<file path="src/design/mcg_pkg.sv">
// ----------------------------------------------------------------------------
// mcg_pkg: month calendar grid shared types
// Payload structs, queue entry, month codes and the small lookup functions.
// ----------------------------------------------------------------------------
package mcg_pkg;

  localparam int Rows    = 6;
  localparam int Cols    = 7;
  localparam int DayBias = 8;

  localparam logic [3:0] MonJan = 4'd1;
  localparam logic [3:0] MonFeb = 4'd2;
  localparam logic [3:0] MonApr = 4'd4;
  localparam logic [3:0] MonJun = 4'd6;
  localparam logic [3:0] MonSep = 4'd9;
  localparam logic [3:0] MonNov = 4'd11;
  localparam logic [3:0] MonDec = 4'd12;

  localparam logic [14:0] CycleShift = 15'd400;
  localparam logic [10:0] Recip25    = 11'd1311;

  typedef struct packed {
    logic [13:0] year;
    logic [3:0]  month;
  } mcg_in_t;

  typedef struct packed {
    logic [4:0] sunday_day;
    logic [4:0] monday_day;
    logic [4:0] tuesday_day;
    logic [4:0] wednesday_day;
    logic [4:0] thursday_day;
    logic [4:0] friday_day;
    logic [4:0] saturday_day;
    logic       last_row;
  } mcg_out_t;

  typedef struct packed {
    logic [2:0] start;
    logic [4:0] len;
  } mcg_job_t;

  // floor(31 * ms / 12) for the shifted month ms
  function automatic logic [4:0] month_offset(input logic [3:0] ms);
    logic [4:0] r;
    unique case (ms)
      4'd1:    r = 5'd2;
      4'd2:    r = 5'd5;
      4'd3:    r = 5'd7;
      4'd4:    r = 5'd10;
      4'd5:    r = 5'd12;
      4'd6:    r = 5'd15;
      4'd7:    r = 5'd18;
      4'd8:    r = 5'd20;
      4'd9:    r = 5'd23;
      4'd10:   r = 5'd25;
      4'd11:   r = 5'd28;
      4'd12:   r = 5'd31;
      default: r = 5'd0;
    endcase
    return r;
  endfunction

  function automatic logic [4:0] month_len(input logic [3:0] mon, input logic leap);
    logic [4:0] r;
    if (mon == MonApr || mon == MonJun || mon == MonSep || mon == MonNov) begin
      r = 5'd30;
    end else if (mon == MonFeb) begin
      r = leap ? 5'd29 : 5'd28;
    end else begin
      r = 5'd31;
    end
    return r;
  endfunction

endpackage

</file>
<file path="src/design/mcg_front.sv">
// ----------------------------------------------------------------------------
// mcg_front: request classification pipeline
// Clamps the month, finds the first weekday and the month length in three
// stages and hands a job to the queue.
// ----------------------------------------------------------------------------
module mcg_front (
  input  logic              clk,
  input  logic              rst_n,
  input  logic              in_valid,
  output logic              in_stall,
  input  mcg_pkg::mcg_in_t  in_data,
  output logic              job_push,
  output mcg_pkg::mcg_job_t job_data,
  input  logic              job_full
);
  import mcg_pkg::*;

  logic        a_valid_r, b_valid_r, c_valid_r;
  logic        a_ready, b_ready, c_ready;
  logic [3:0]  mon_c;
  logic [14:0] y_c, ys_c;
  logic [3:0]  ms_c;
  logic        shift_c;

  logic [14:0] ys_a_r;
  logic [3:0]  ms_a_r, mon_a_r;
  logic [14:0] ys_b_r;
  logic [3:0]  ms_b_r, mon_b_r;
  logic [23:0] prod_b_r;
  logic [14:0] sum_c_r;
  logic [4:0]  len_c_r;

  logic [8:0]  q100;
  logic [6:0]  q400;
  logic [15:0] sum;
  logic [14:0] r100, r400;
  logic        leap;
  logic [5:0]  fold1;
  logic [3:0]  fold2;

  assign c_ready  = !c_valid_r || !job_full;
  assign b_ready  = !b_valid_r || c_ready;
  assign a_ready  = !a_valid_r || b_ready;
  assign in_stall = !a_ready;

  always_comb begin
    if (in_data.month < MonJan) begin
      mon_c = MonJan;
    end else if (in_data.month > MonDec) begin
      mon_c = MonDec;
    end else begin
      mon_c = in_data.month;
    end
    shift_c = (mon_c <= MonFeb);
    y_c     = {1'b0, in_data.year} + CycleShift;
    ys_c    = y_c - {14'd0, shift_c};
    ms_c    = shift_c ? (mon_c + 4'd10) : (mon_c - 4'd2);
  end

  always_comb begin
    q100  = prod_b_r[23:15];
    q400  = q100[8:2];
    sum   = 16'd1 + {1'b0, ys_b_r} + {3'd0, ys_b_r[14:2]} - {7'd0, q100}
          + {9'd0, q400} + {11'd0, month_offset(ms_b_r)};
    r100  = ys_b_r - 15'(q100 * 7'd100);
    r400  = ys_b_r - 15'(q400 * 9'd400);
    leap  = (ys_b_r[1:0] == 2'd3 && r100 != 15'd99) || r400 == 15'd399;
    fold1 = {3'd0, sum_c_r[2:0]} + {3'd0, sum_c_r[5:3]} + {3'd0, sum_c_r[8:6]}
          + {3'd0, sum_c_r[11:9]} + {3'd0, sum_c_r[14:12]};
    fold2 = {1'b0, fold1[2:0]} + {1'b0, fold1[5:3]};
  end

  assign job_push       = c_valid_r && !job_full;
  assign job_data.start = (fold2 >= 4'd7) ? 3'(fold2 - 4'd7) : fold2[2:0];
  assign job_data.len   = len_c_r;

  always_ff @(posedge clk) begin
    if (!rst_n) begin
      a_valid_r <= 1'b0;
      b_valid_r <= 1'b0;
      c_valid_r <= 1'b0;
    end else begin
      if (a_ready) a_valid_r <= in_valid;
      if (b_ready) b_valid_r <= a_valid_r;
      if (c_ready) c_valid_r <= b_valid_r;
    end
  end

  always_ff @(posedge clk) begin
    if (a_ready && in_valid) begin
      ys_a_r  <= ys_c;
      ms_a_r  <= ms_c;
      mon_a_r <= mon_c;
    end
    if (b_ready && a_valid_r) begin
      ys_b_r   <= ys_a_r;
      ms_b_r   <= ms_a_r;
      mon_b_r  <= mon_a_r;
      prod_b_r <= ys_a_r[14:2] * Recip25;
    end
    if (c_ready && b_valid_r) begin
      sum_c_r <= sum[14:0];
      len_c_r <= month_len(mon_b_r, leap);
    end
  end

endmodule

</file>
<file path="src/design/mcg_fifo.sv">
// ----------------------------------------------------------------------------
// mcg_fifo: job queue
// Short queue between the classification pipeline and the row generator.
// ----------------------------------------------------------------------------
module mcg_fifo #(
  parameter int Depth = 2
) (
  input  logic              clk,
  input  logic              rst_n,
  input  logic              push,
  input  mcg_pkg::mcg_job_t push_data,
  output logic              full,
  input  logic              pop,
  output mcg_pkg::mcg_job_t pop_data,
  output logic              empty
);
  import mcg_pkg::*;

  localparam int PtrW = (Depth > 1) ? $clog2(Depth) : 1;
  localparam int CntW = $clog2(Depth + 1);

  mcg_job_t          mem_r [Depth];
  logic [PtrW-1:0]   wr_ptr_r, rd_ptr_r;
  logic [CntW-1:0]   cnt_r;

  assign full     = (cnt_r == CntW'(Depth));
  assign empty    = (cnt_r == '0);
  assign pop_data = mem_r[rd_ptr_r];

  always_ff @(posedge clk) begin
    if (!rst_n) begin
      wr_ptr_r <= '0;
      rd_ptr_r <= '0;
      cnt_r    <= '0;
    end else begin
      if (push) begin
        wr_ptr_r <= (wr_ptr_r == PtrW'(Depth - 1)) ? '0 : wr_ptr_r + 1'b1;
      end
      if (pop) begin
        rd_ptr_r <= (rd_ptr_r == PtrW'(Depth - 1)) ? '0 : rd_ptr_r + 1'b1;
      end
      if (push && !pop) begin
        cnt_r <= cnt_r + 1'b1;
      end else if (pop && !push) begin
        cnt_r <= cnt_r - 1'b1;
      end
    end
  end

  always_ff @(posedge clk) begin
    if (push) mem_r[wr_ptr_r] <= push_data;
  end

endmodule

</file>
<file path="src/design/mcg_back.sv">
// ----------------------------------------------------------------------------
// mcg_back: week row generator
// Turns a job into six registered week rows, one a cycle unless stalled.
// ----------------------------------------------------------------------------
module mcg_back (
  input  logic              clk,
  input  logic              rst_n,
  input  logic              job_valid,
  input  mcg_pkg::mcg_job_t job_data,
  output logic              job_pop,
  output logic              out_valid,
  input  logic              out_stall,
  output mcg_pkg::mcg_out_t out_data
);
  import mcg_pkg::*;

  logic       busy_r, busy_nxt;
  logic [2:0] row_r, row_nxt;
  logic [5:0] off_r, off_nxt;
  logic [4:0] len_r;
  logic       out_valid_r, out_valid_nxt;
  mcg_out_t   out_data_r;
  logic       out_ready, emit, last, load;
  logic [4:0] cells [Cols];
  logic [5:0] pos   [Cols];
  logic [5:0] limit;

  assign out_ready = !out_valid_r || !out_stall;
  assign emit      = busy_r && out_ready;
  assign last      = (row_r == 3'(Rows - 1));
  assign load      = job_valid && (!busy_r || (emit && last));
  assign job_pop   = load;
  assign limit     = {1'b0, len_r} + 6'(DayBias);

  always_comb begin
    for (int c = 0; c < Cols; c++) begin
      pos[c]   = off_r + 6'(c + 1);
      cells[c] = (pos[c] > 6'(DayBias) && pos[c] <= limit) ? 5'(pos[c] - 6'(DayBias)) : 5'd0;
    end
  end

  always_comb begin
    busy_nxt = busy_r;
    row_nxt  = row_r;
    off_nxt  = off_r;
    if (load) begin
      busy_nxt = 1'b1;
      row_nxt  = '0;
      off_nxt  = 6'(DayBias) - {3'd0, job_data.start};
    end else if (emit) begin
      busy_nxt = !last;
      row_nxt  = row_r + 3'd1;
      off_nxt  = off_r + 6'(Cols);
    end
    if (emit) begin
      out_valid_nxt = 1'b1;
    end else if (out_ready) begin
      out_valid_nxt = 1'b0;
    end else begin
      out_valid_nxt = out_valid_r;
    end
  end

  always_ff @(posedge clk) begin
    if (!rst_n) begin
      busy_r      <= 1'b0;
      row_r       <= '0;
      out_valid_r <= 1'b0;
    end else begin
      busy_r      <= busy_nxt;
      row_r       <= row_nxt;
      out_valid_r <= out_valid_nxt;
    end
  end

  always_ff @(posedge clk) begin
    off_r <= off_nxt;
    if (load) len_r <= job_data.len;
    if (emit) begin
      out_data_r.sunday_day    <= cells[0];
      out_data_r.monday_day    <= cells[1];
      out_data_r.tuesday_day   <= cells[2];
      out_data_r.wednesday_day <= cells[3];
      out_data_r.thursday_day  <= cells[4];
      out_data_r.friday_day    <= cells[5];
      out_data_r.saturday_day  <= cells[6];
      out_data_r.last_row      <= last;
    end
  end

  assign out_valid = out_valid_r;
  assign out_data  = out_data_r;

endmodule

</file>
<file path="src/design/month_calendar_grid_core.sv">
// ----------------------------------------------------------------------------
// month_calendar_grid_core: Gregorian month calendar grid
// Takes a year and a month on the in_ channel and returns six week rows,
// Sunday first, on the out_ channel.
//
// Each beat on in_ (in_valid high, in_stall low) carries a year and a month;
// months below one read as January, above twelve as December. The request
// produces exactly six beats on out_, one week row each: seven day numbers
// with 0 for an empty cell, and last_row set on the sixth row.
// While out_stall stays low the row generator emits one row per cycle, so
// the sustained request rate is set by the six row beats per request; new
// requests are taken meanwhile into the three-stage front pipeline and the
// job queue (QueueDepth entries) until those fill.
// When the receiver raises out_stall, the current row holds in the output
// register, the row generator pauses, and once queue and pipeline are full
// in_stall rises. Reset empties pipeline, queue and output; no rows are lost
// or repeated across a stall.
// ----------------------------------------------------------------------------
module month_calendar_grid_core #(
  parameter int QueueDepth = 2
) (
  input  logic              clk,
  input  logic              rst_n,
  input  logic              in_valid,
  output logic              in_stall,
  input  mcg_pkg::mcg_in_t  in_data,
  output logic              out_valid,
  input  logic              out_stall,
  output mcg_pkg::mcg_out_t out_data
);
  import mcg_pkg::*;

  logic     job_push, job_full, job_pop, job_empty;
  mcg_job_t job_in, job_out;

  mcg_front u_front (
    .clk      (clk),
    .rst_n    (rst_n),
    .in_valid (in_valid),
    .in_stall (in_stall),
    .in_data  (in_data),
    .job_push (job_push),
    .job_data (job_in),
    .job_full (job_full)
  );

  mcg_fifo #(
    .Depth (QueueDepth)
  ) u_fifo (
    .clk       (clk),
    .rst_n     (rst_n),
    .push      (job_push),
    .push_data (job_in),
    .full      (job_full),
    .pop       (job_pop),
    .pop_data  (job_out),
    .empty     (job_empty)
  );

  mcg_back u_back (
    .clk       (clk),
    .rst_n     (rst_n),
    .job_valid (!job_empty),
    .job_data  (job_out),
    .job_pop   (job_pop),
    .out_valid (out_valid),
    .out_stall (out_stall),
    .out_data  (out_data)
  );

endmodule

</file>
<file path="config.mk">
export PLATFORM = sky130hd
export DESIGN_NAME = month_calendar_grid_core
export DESIGN_NICKNAME = d
export VERILOG_FILES = /design/src/design/mcg_pkg.sv /design/src/design/mcg_front.sv /design/src/design/mcg_fifo.sv /design/src/design/mcg_back.sv /design/src/design/month_calendar_grid_core.sv
export SDC_FILE = /design/constraint.sdc
export NUM_CORES = 1
export LEC_CHECK = 0
export ABC_AREA = 1
export BUFFER_PORTS_ARGS = -buffer_cell sky130_fd_sc_hd__buf_4
export CORE_ASPECT_RATIO = 1.5
export CORE_MARGIN = 3
export CORE_UTILIZATION = 45
export CTS_CLUSTER_DIAMETER = 100
export DETAILED_ROUTE_END_ITERATION = 8
export PLACE_DENSITY_LB_ADDON = 0.3
export SLEW_MARGIN = 30
export SYNTH_ARGS = -nofsm -noshare
export SYNTH_HDL_FRONTEND = slang
export SYNTH_SLANG_ARGS = --single-unit
</file>
<file path="constraint.sdc">
create_clock -name clk -period 6.1 [get_ports clk]
set_clock_uncertainty 0.1 [all_clocks]
set_input_delay 0.61 -clock clk [delete_from_list [all_inputs] [get_ports clk]]
set_output_delay 0.61 -clock clk [all_outputs]
set_load 0.03 [all_outputs]
</file>
# Word-level counts from Yosys, hierarchy flattened
# Memory sizes are Yosys's and may differ from the RTL's. A register that Yosys moved wholly into a read port is not among the register bits.
# Cells that the tools add are included.
dict set report classes {
  n_bitwise 2
  n_mux 21
  addsub 38
  shift 0
  reduce_logical 44
  n_div 0
  order_cmp 18
  n_mul 3
  n_eq_ne 10
}
# op count
set ops {}
lappend ops {{$gt 6x4->1 const B} 7}
lappend ops {{$le 6x6->1} 7}
lappend ops {{$sub 5x4->5 const B} 7}
lappend ops {{$sub 15x15->15} 2}
lappend ops {{$add 6x3->6 const B} 4}
lappend ops {{$mul 13x11->24 const B} 1}
lappend ops {{$add 6x3->6} 3}
lappend ops {{$logic_and 1x1->1} 17}
lappend ops {{$mux 4} 4}
lappend ops {{$add 1x15->15 const A} 1}
lappend ops {{$add 14x9->15 const B} 1}
lappend ops {{$add 15x13->15} 1}
lappend ops {{$add 15x5->15} 1}
lappend ops {{$add 15x7->15} 1}
lappend ops {{$eq 15x9->1 const B} 1}
lappend ops {{$ne 15x7->1 const B} 1}
lappend ops {{$sub 15x1->15} 1}
lappend ops {{$sub 15x9->15} 1}
lappend ops {{$mul 9x5->13 const B} 1}
lappend ops {{$add 6x2->6 const B} 2}
lappend ops {{$logic_not 1->1} 12}
lappend ops {{$mux 1} 12}
lappend ops {{$mux 6} 2}
lappend ops {{$mul 7x5->11 const B} 1}
lappend ops {{other kinds (27)} 45}
dict set report totals {
  reg_bits 149
  elab_cells 167
  mem_bits_rw 16
  memories 2
  romBits 80
  in_bits 22
  latch_bits 0
}
# memory words width rd rd_ports_with_merged_regs wr line_no
set memory_table {}
lappend memory_table {{(no name shown)} 16 5 1 1 0 mcg_pkg.sv:46} ;# unique case (ms)
lappend memory_table {u_fifo.mem_r 2 8 1 1 1 mcg_fifo.sv:22} ;# mcg_job_t mem_r [Depth];

# Longest topological paths before layout
dict set report logic_depth {
  depth_word 9
  mapped_depth 23
  mapped_depth_nobuf 23
}

# Cells and area by module
# Synthesis repeated with hierarchy kept, for this count alone.
dict set report hier_totals {
  hier_cells 1664
  hier_area_um2 14726.6
}
# module seq_area_each_um2 cells_each area_each_um2 n_inst
set by_module_without_submodules {}
lappend by_module_without_submodules {mcg_front 2262.2 1159 10231.1 1}
lappend by_module_without_submodules {mcg_back 1511.4 446 3687.3 1}
lappend by_module_without_submodules {mcg_fifo 580.6 58 804.5 1}
lappend by_module_without_submodules {month_calendar_grid_core 0.0 1 3.8 1}

# Least setup slack after synthesis
# OpenSTA, ideal clock, no wires.
dict set report synth_timing {
  path_type {reg2reg}
  startpoint {register, netlist name u_front.sum_c_r[0]}
  endpoint {memory u_fifo.mem_r[0][3] (netlist bit) (data pin)}
  slack_ns 1.416
  t_arrival_ns 4.322
  path_buffers 0
  required_ns 5.738
  path_stages_with_launch 16
  cell_sequence {edfxtp_1 -> ha_1 -> fa_1 -> inv_1 -> fa_1 -> inv_1 -> fa_1 -> ha_1 -> fa_1 -> xor2_1 -> ha_1 -> fa_1 -> ha_1 -> inv_1 -> o21ai_0 -> mux2_2}
}
# item line_no
set synth_lines {}
lappend synth_lines {{end: declaration} mcg_fifo.sv:22}

==> metrics.cfg <==
[global_routing]
grt_max_degree=38
grtUsageTotal_pct=17.1
grt_overflow_total=0
grt_pass1_vias=10100
grt_pass1_wl_mm=45.2
antenna_found_initial=0

[detailed_routing]
via_per_inst=4.98
drcViolationCount=0
routed_wl_mm=26.7
ant_nets=0
drtIter0Drc=380
wl_per_cell_um=13.6
vias=9762
first_pass_iters=4

[synth]
yosysTopAreaCellShare_pct=27.5
syn_inst=1480
syn_area_um2=13500
ys_ff_latch=142
synth_area_per_cell_um2=9.14
ys_seq_area_share_pct=30.2
async_flop_share_pct=0
netlist_top_cells_area=edfxtp_1 (28%), ha_1 (22%), fa_1 (12%)
synth-warning-count=0
synth_cell_types=48
syn-num-nets=1824
synth_top_area_cell=edfxtp_1
synth_edf_count=124
synth_ff_type=edfxtp_1

[sta]
rsz0062_at_grt=no
tightest_slew_ps=678
slew_headroom_pct=54.8
post-route-period-util_pct=81.1
final_max_slew_viol_count=0
hold_viol_final=0
timing.fmax_ghz=0.202
final.min_clock_period_ps=4950
fin_tns_setup_ps=0
setup_violations=0

[clock_tree]
cts_post_setup_buffers_inserted=0
h-tree-depth=4
tritoncts=built
clk_pin_slew_ps=70
cts_inserted_buffers=17
cts_resized=0
clk_latency_ps=410
cts_root_buf=clkbuf_16
cts_buffer_depth=2
clkSinkCount=142
hold_buffers=0

[die]
num_io_pins=60
start_util_pct=45.8
coreArea_um2=29600
dieArea_um2=32200
row_count=77
die_w_um=148
die_h_um=218

[critical_path]
cp.required_ps=6160
critPathLaunchType=flop
critPathMaxFanout=3
cp-end-kind=flop
arrival_ps=5000
crit_type=flop to flop

[placed_design]
dp_hpwl_mm=22.4
gp_congestion=0.894
io_buffer_count=59

[outcome]
outcome=complete, no violations

[final_layout]
mostFrequentLayoutCells=inv_1 (292), ha_1 (239), nand2_1 (233)
area_growth_pct=11.1
fin_nets=1895
drive_gt1_share_pct=7.61
num-fill-cells=2789
diodes=0
final_common_cell=inv_1

[flow_run]
drv_cap=0

[hold_path]
hold_path_class=primary input to flop

-- through the flow --
step                util (%)  worst slack, ps  area, µm²  instances  hold slack [ps]
floorplan                  -             1420      13500       1480              300
global placement        48.8             1280      14400       1927              301
detailed placement      48.8             1140      14400       1927              305
CTS                     50.8             1120      15000       1959              289
global route            50.8              966      15000       1959              290
finish                  50.8             1150      15000       1959              307
-- path summary, 6_finish.rpt --
path	startpoint	endpoint	slack (ps)	cells after the start
max	u_front.sum_c_r[0]	u_fifo.mem_r[1][3]	1150	15
min	in_data[3]	u_front.mon_a_r[3]	310	1
max reg2reg	u_front.sum_c_r[0]	u_fifo.mem_r[1][3]	1150	15
min reg2reg	u_front.mon_a_r[1]	u_front.mon_b_r[1]	320	0
-- critical path, cell delays in order (launching register included) --
cell	delay (ps)
edfxtp_1	370
ha_1	230
fa_1	480
inv_1	50
fa_1	480
inv_1	60
fa_1	460
ha_1	240
fa_1	400
xor2_1	180
ha_1	210
fa_1	520
ha_1	150
inv_1	50
o21ai_0	320
mux2_2	390
-- state kept, by name (all words and copies together), names as in the netlist, 2 cells and up, named ones only --
register / count
u_fifo.mem_r: 10
u_front.mon_b_r: 4
u_back.len_r: 2
u_front.sum_c_r: 15
u_front.prod_b_r: 10
u_back.out_data: 36
u_front.ms_a_r: 3
u_back.off_r: 6
u_front.ys_b_r: 14
u_front.ys_a_r: 15
u_front.ms_b_r: 3
u_front.mon_a_r: 4
u_front.len_c_r: 2
u_back.row_r: 3
u_fifo.cnt_r: 2
-- synth_stat cells (2+ instances only) --
library cell  instances
nand2_2               2
xor2_1               62
o21bai_1              5
a21o_1                5
mux2i_1               2
nand3b_1              3
xnor2_1              20
nor3_1                9
o211ai_1              4
nand3_1              39
mux2_2                3
or2_1                 2
clkbuf_1              4
a31oi_1               9
a21boi_0              3
clkinv_1              2
o22ai_1               2
inv_1               292
fa_1                 83
ha_1                239
o31ai_1               5
a21oi_2               2
nor2_1              120
a211oi_1              2
o21ai_2               3
nand4_1              13
o2111ai_1             3
edfxtp_1            124
inv_2                 6
nand2_1             233
o21a_1                3
or2_2                 5
o21ai_1               7
a21oi_1              85
dfxtp_1              18
buf_2                 3
o21ai_0              47
-- area by class of cell --
class,count,area [µm²],share of cell area [%]
multi-input combinational,1030,8290,55.1
sequential,142,4080,27.2
inverter,300,1130,7.49
tap,395,494,3.29
timing repair buffer,60,450,3.00
clock buffer,17,425,2.83
clock inverter,15,165,1.10
-- metal layers --
layer	vias to the layer above	global-route usage (%)	wire (µm)
met5	-	0	0
met4	0	6.16	822
met3	38	2.16	542
met2	133	34.9	15200
met1	4630	17.4	10100
li1	4961	-	-
-- kinds of logic (layout without fill, tap and decap cells) --
logic type / count (synthesis) / after routing / share of synthesized area [%]
AOI/OAI and AO/OA: 190 / 190 / 8.07
xor gates and xnor gates: 82 / 82 / 5.31
adders and majority gates: 322 / 322 / 34.4
buffers and inverters: 308 / 392 / 8.60
DFF: 142 / 142 / 30.2
muxes: 5 / 5 / 0.398
and+or+nand+nor: 431 / 431 / 13.1
Power is left out: the tool's default activity adds up to more than one toggle a clock period on the data nets, which glitch-free logic cannot reach.
